==> src/hdl/pfa_pkg.sv <==
`timescale 1ns / 1ps
`default_nettype none
package pfa_pkg;

    localparam int ADDR_W     = 48;
    localparam int PAGES_W    = 11;
    localparam int REF_W      = 16;
    localparam int INDEX_W    = 10;
    localparam int CFG_ADDR_W = 6;
    localparam int CFG_DATA_W = 64;

    typedef enum logic [2:0] {
        CMD_INIT       = 3'd0,
        CMD_ALLOC      = 3'd1,
        CMD_REF_INC    = 3'd2,
        CMD_REF_DEC    = 3'd3,
        CMD_ADDR2FRAME = 3'd4,
        CMD_FRAME2ADDR = 3'd5
    } cmd_t;

    localparam logic [1:0] ST_OK        = 2'd0;
    localparam logic [1:0] ST_FAIL      = 2'd1;
    localparam logic [1:0] ST_UNDERFLOW = 2'd2;

    localparam logic [2:0] REG_R0_BASE   = 3'd0;
    localparam logic [2:0] REG_R0_PAGES  = 3'd1;
    localparam logic [2:0] REG_R1_BASE   = 3'd2;
    localparam logic [2:0] REG_R1_PAGES  = 3'd3;
    localparam logic [2:0] REG_RES_START = 3'd4;
    localparam logic [2:0] REG_RES_END   = 3'd5;

    typedef struct packed {
        logic [ADDR_W-1:0]  r0_base;
        logic [PAGES_W-1:0] r0_pages;
        logic [ADDR_W-1:0]  r1_base;
        logic [PAGES_W-1:0] r1_pages;
        logic [ADDR_W-1:0]  res_start;
        logic [ADDR_W-1:0]  res_end;
    } cfg_t;

    typedef struct packed {
        logic wr_next;
        logic wr_prev;
        logic wr_meta;
    } mem_ctl_t;

endpackage
`default_nettype wire

==> src/hdl/pfa_cfg.sv <==
`timescale 1ns / 1ps
`default_nettype none
module pfa_cfg (
    input  wire logic                             aclk,
    input  wire logic                             aresetn,
    input  wire logic                             psel,
    input  wire logic                             penable,
    input  wire logic                             pwrite,
    input  wire logic [pfa_pkg::CFG_ADDR_W-1:0]   paddr,
    input  wire logic [pfa_pkg::CFG_DATA_W-1:0]   pwdata,
    output logic      [pfa_pkg::CFG_DATA_W-1:0]   prdata,
    output logic                                  pready,
    output pfa_pkg::cfg_t                         cfg
);

    pfa_pkg::cfg_t cfg_reg, cfg_next;
    logic [2:0]    reg_idx;
    logic          wr_en;

    assign reg_idx = paddr[5:3];
    assign wr_en   = psel && penable && pwrite;
    assign pready  = 1'b1;
    assign cfg     = cfg_reg;

    always_comb begin
        cfg_next = cfg_reg;
        if (wr_en) begin
            unique case (reg_idx)
                pfa_pkg::REG_R0_BASE:   cfg_next.r0_base   = pwdata[pfa_pkg::ADDR_W-1:0];
                pfa_pkg::REG_R0_PAGES:  cfg_next.r0_pages  = pwdata[pfa_pkg::PAGES_W-1:0];
                pfa_pkg::REG_R1_BASE:   cfg_next.r1_base   = pwdata[pfa_pkg::ADDR_W-1:0];
                pfa_pkg::REG_R1_PAGES:  cfg_next.r1_pages  = pwdata[pfa_pkg::PAGES_W-1:0];
                pfa_pkg::REG_RES_START: cfg_next.res_start = pwdata[pfa_pkg::ADDR_W-1:0];
                pfa_pkg::REG_RES_END:   cfg_next.res_end   = pwdata[pfa_pkg::ADDR_W-1:0];
                default: ;
            endcase
        end
    end

    always_comb begin
        unique case (reg_idx)
            pfa_pkg::REG_R0_BASE:   prdata = pfa_pkg::CFG_DATA_W'(cfg_reg.r0_base);
            pfa_pkg::REG_R0_PAGES:  prdata = pfa_pkg::CFG_DATA_W'(cfg_reg.r0_pages);
            pfa_pkg::REG_R1_BASE:   prdata = pfa_pkg::CFG_DATA_W'(cfg_reg.r1_base);
            pfa_pkg::REG_R1_PAGES:  prdata = pfa_pkg::CFG_DATA_W'(cfg_reg.r1_pages);
            pfa_pkg::REG_RES_START: prdata = pfa_pkg::CFG_DATA_W'(cfg_reg.res_start);
            pfa_pkg::REG_RES_END:   prdata = pfa_pkg::CFG_DATA_W'(cfg_reg.res_end);
            default:                prdata = '0;
        endcase
    end

    always_ff @(posedge aclk) begin
        if (!aresetn) begin
            cfg_reg <= '0;
        end else begin
            cfg_reg <= cfg_next;
        end
    end

endmodule
`default_nettype wire

==> config.mk <==
export PLATFORM = sky130hd
export DESIGN_NAME = pfa_cfg
export DESIGN_NICKNAME = d
export VERILOG_FILES = /design/src/hdl/pfa_pkg.sv /design/src/hdl/pfa_cfg.sv
export SDC_FILE = /design/constraint.sdc
export NUM_CORES = 1
export LEC_CHECK = 0
export BUFFER_PORTS_ARGS = -buffer_cell sky130_fd_sc_hd__buf_2
export CAP_MARGIN = 20
export CELL_PAD_IN_SITES_DETAIL_PLACEMENT = 0
export CELL_PAD_IN_SITES_GLOBAL_PLACEMENT = 2
export CORE_UTILIZATION = 29
export DETAILED_ROUTE_END_ITERATION = 16
export GPL_TIMING_DRIVEN = 0
export PLACE_DENSITY_LB_ADDON = 0.1
export SETUP_SLACK_MARGIN = 0.5
export SYNTH_ARGS = -nofsm -noshare
export SYNTH_HDL_FRONTEND = slang
export SYNTH_SLANG_ARGS = --single-unit
==> constraint.sdc <==
create_clock -name aclk -period 1.6 [get_ports aclk]
set_clock_uncertainty 0.1 [all_clocks]
set_input_delay 0.16 -clock aclk [delete_from_list [all_inputs] [get_ports aclk]]
set_output_delay 0.16 -clock aclk [all_outputs]
set_load 0.1 [all_outputs]
==> results.sh <==
export IMPL_hold_depth=3
export IMPL_rsz0062_at_grt="yes"
export IMPL_largest_reg_flops=214
export IMPL_pin_count=354
export IMPL_p_comb_share_pct=15.7
export IMPL_powerDensity_nw_per_um2=621
export IMPL_hold_viol_final=1
export IMPL_synth_area_sq_um=9450
export IMPL_crit_path_start_kind="register"
export IMPL_grt_max_degree=13
export IMPL_r2r_cells=5
export IMPL_worstHoldPathType="primary input to register"
export IMPL_area_growth_pct=118
export IMPL_hp_start="paddr[4]"
export IMPL_p_int_mw=9.17
export IMPL_crit_path_end_kind="output port"
export IMPL_synth_top_cell_area_share_pct=45.3
export IMPL_wl_um=41800
export IMPL_syn_instance_count=968
export IMPL_core_rowCount=65
export IMPL_violations="negative hold slack, negative setup slack"
export IMPL_pre_cts_ws_ps=-625
export IMPL_vias=9074
export IMPL_ir_drop_mv=0.634
export IMPL_cts_buffer_depth=3
export IMPL_worst_slack_ps=-341
export IMPL_synth_largest_area_cell="dfxtp_1"
export IMPL_path_clk_slew_ps=60
export IMPL_r2r_start="cfg[103]$_SDFFE_PN0P_"
export IMPL_switching_share_pct=28.4
export IMPL_tightest_slew_ps=756
export IMPL_r2r_slack_ps=590
export IMPL_synth_edf_count=0
export IMPL_dp_hpwl_um=27200
export IMPL_grt_pass1_vias=9229
export IMPL_drtIter0Drc=269
export IMPL_drv_slew=0
export IMPL_design_die_area_sq_um=33300
export IMPL_numPortBuffers=315
export IMPL_maxSlewHeadroom_pct=49.6
export IMPL_cts_tree="yes"
export IMPL_die_w_um=183
export IMPL_max_freq_mhz=515
export IMPL_synth_area_leaders="dfxtp_1 45%, mux2i_1 31%, nand2_1 10%, o22ai_1 2.4%, mux2_2 2.0%"
export IMPL_hold_buffers=48
export IMPL_grt_first_pass_wirelength_um=59500
export IMPL_clock_sinks=214
export IMPL_diodes=0
export IMPL_cts_root_buffer="clkbuf_16"
export IMPL_grt_use_total_pct=23.8
export IMPL_drc_errors=0
export IMPL_worstSkewPairLatency_ps=520
export IMPL_drive_gt1_share_pct=60.0
export IMPL_holdWs_ps=-86.5
export IMPL_rr_endpoint="cfg[103]$_SDFFE_PN0P_"
export IMPL_fin_crit_ps=1940
export IMPL_required_ps=1340
export IMPL_cts_buffers=27
export IMPL_seqPwrFrac_pct=39.9
export IMPL_async_flop_share_pct=0
export IMPL_slowest_delay_ps=480
export IMPL_viasPerCell=4.78
export IMPL_hold_path_end="cfg[165]$_SDFFE_PN0P_"
export IMPL_core_area_sq_um=31800
export IMPL_postSynthAreaPerCell_sq_um=9.77
export IMPL_synth_ff_latch_count=214
export IMPL_status="finished with violations"
export IMPL_wire_per_inst_um=22.0
export IMPL_p_sw_mw=3.63
export IMPL_htree_levels=1
export IMPL_crit_fanout=3
export IMPL_yosysSeqAreaShare_pct=45.3
export IMPL_initial_utilization_pct=29.7
export IMPL_finalCritPeriodShare_pct=121
export IMPL_cp_data_arrival_time_ps=1680
export IMPL_clockPowerShare_pct=44.4
export IMPL_synth_warnings=0
export IMPL_grt_overflow=0
export IMPL_final_nets=1520
export IMPL_max_cap_violations=0
export IMPL_path_class="register to output port"
export IMPL_finalSetupViolCount=43
export IMPL_utilization_pct=64.9
export IMPL_synth_flop_cell="dfxtp_1"
export IMPL_gp_congestion=0.784
export IMPL_netlist_cell_type_count=27
export IMPL_power_total_mw=12.8
export IMPL_ant_nets=0
export IMPL_cpMaxStageDelayCell="mux4_2"
export IMPL_dr_pass1_iters=6
export IMPL_p_leak_nw=7.60
export IMPL_antenna_found_initial=0
export IMPL_crit_chain="mux4_2 -> o2bb2ai_4 -> buf_12"
export IMPL_die_y_um=183
==> through the flow <==
stage | setup TNS [ps] | std cells | area, sq um
floorplan | -836 | 983 | 11400
global placement | -49670 | 1733 | 13600
detailed placement | -53660 | 1733 | 13600
CTS | -4420 | 1845 | 19200
global route | -5970 | 1899 | 20600
finish | -3610 | 1899 | 20600
==> critical path, delay by kind of cell (launching register included) <==
kind | cells | cell delay, ps
mux | 1 | 480
buf+inv | 1 | 170
compound gates | 1 | 150
flops | 1 | 360
==> timing repair <==
item | in CTS | in global routing
endpoints found under the hold margin | 214 | 1
pin swaps | 18 | 18
setup buffers | 15 | 52
setup endpoints to repair | 424 | 464
resized for setup | 1033 | 302
gates cloned | 1 | 2
==> cell usage in the layout, fill, tap and decap left out, types with 20 or more instances in the layout <==
master / Yosys / layout
o22ai_4: 0 / 37
clkbuf_2: 0 / 20
mux2i_4: 0 / 74
buf_12: 0 / 271
dlygate4sd3_1: 0 / 48
buf_2: 26 / 53
buf_4: 23 / 58
buf_6: 3 / 46
nand2_1: 262 / 262
clkbuf_16: 0 / 35
mux2i_1: 292 / 218
dfxtp_4: 0 / 210
==> final cells by class <==
type	count	area, sq um
Buffer	93	988
Tap cell	435	544
Clock inverter	11	96.3
Inverter	1	7.51
Multi-Input combinational cell	675	6510
Timing Repair Buffer	433	6690
Fill cell	2360	11200
Clock buffer	37	713
Sequential cell	214	5080
==> synthesized netlist by cell type (3+ instances only) <==
master       n
o22ai_1     37
mux2_2      17
nand3_1      3
o21ai_0      8
nand2_1    262
buf_6        3
nor2_1       5
buf_2       26
o2bb2ai_1    4
a22oi_1     15
dfxtp_1    214
mux2i_1    292
buf_4       23
clkbuf_1    39
==> per-layer routing <==
layer	track usage [%]	share of wire, %	vias to the layer above
met3	5.05	5.5	45
met1	29.9	42	4429
met4	5.41	2.1	0
li1	-	-	4337
met5	0	0	-
met2	41.5	50	263
==> how the worst max path moves through the flow <==
stage | startpoint | depth (start not counted) | end
global placement | paddr[5] | 6 | prdata[10]
finish | cfg[162]$_SDFFE_PN0P_ | 3 | prdata[7]
CTS | cfg[162]$_SDFFE_PN0P_ | 3 | prdata[7]
floorplan | cfg[165]$_SDFFE_PN0P_ | 3 | prdata[10]
detailed placement | paddr[5] | 6 | prdata[10]
global route | cfg[103]$_SDFFE_PN0P_ | 3 | prdata[7]
==> power groups by stage <==
| stage | clock network [mW] | logic (mW) | registers, mW |
|---|---|---|---|
| detailed placement | 0 | 1.54 | 5.22 |
| global placement | 0 | 1.54 | 5.21 |
| CTS | 5.82 | 1.94 | 5.12 |
| finish | 5.69 | 2.01 | 5.11 |
| global route | 6.08 | 2.08 | 5.11 |
| floorplan | 0 | 0.862 | 5.50 |
==> logic make-up (layout without fill, tap and decap cells) <==
logic type	after synthesis	after routing	synth area share, %
buffers and inverters	94	575	5.23
other	2	17	0.0794
AO/OA/AOI/OAI	68	68	4.73
flip-flops	214	214	45.3
multiplexers	310	310	33.2
AND/OR/NAND/NOR	280	280	11.5
Power figures use the tool's default switching activity.
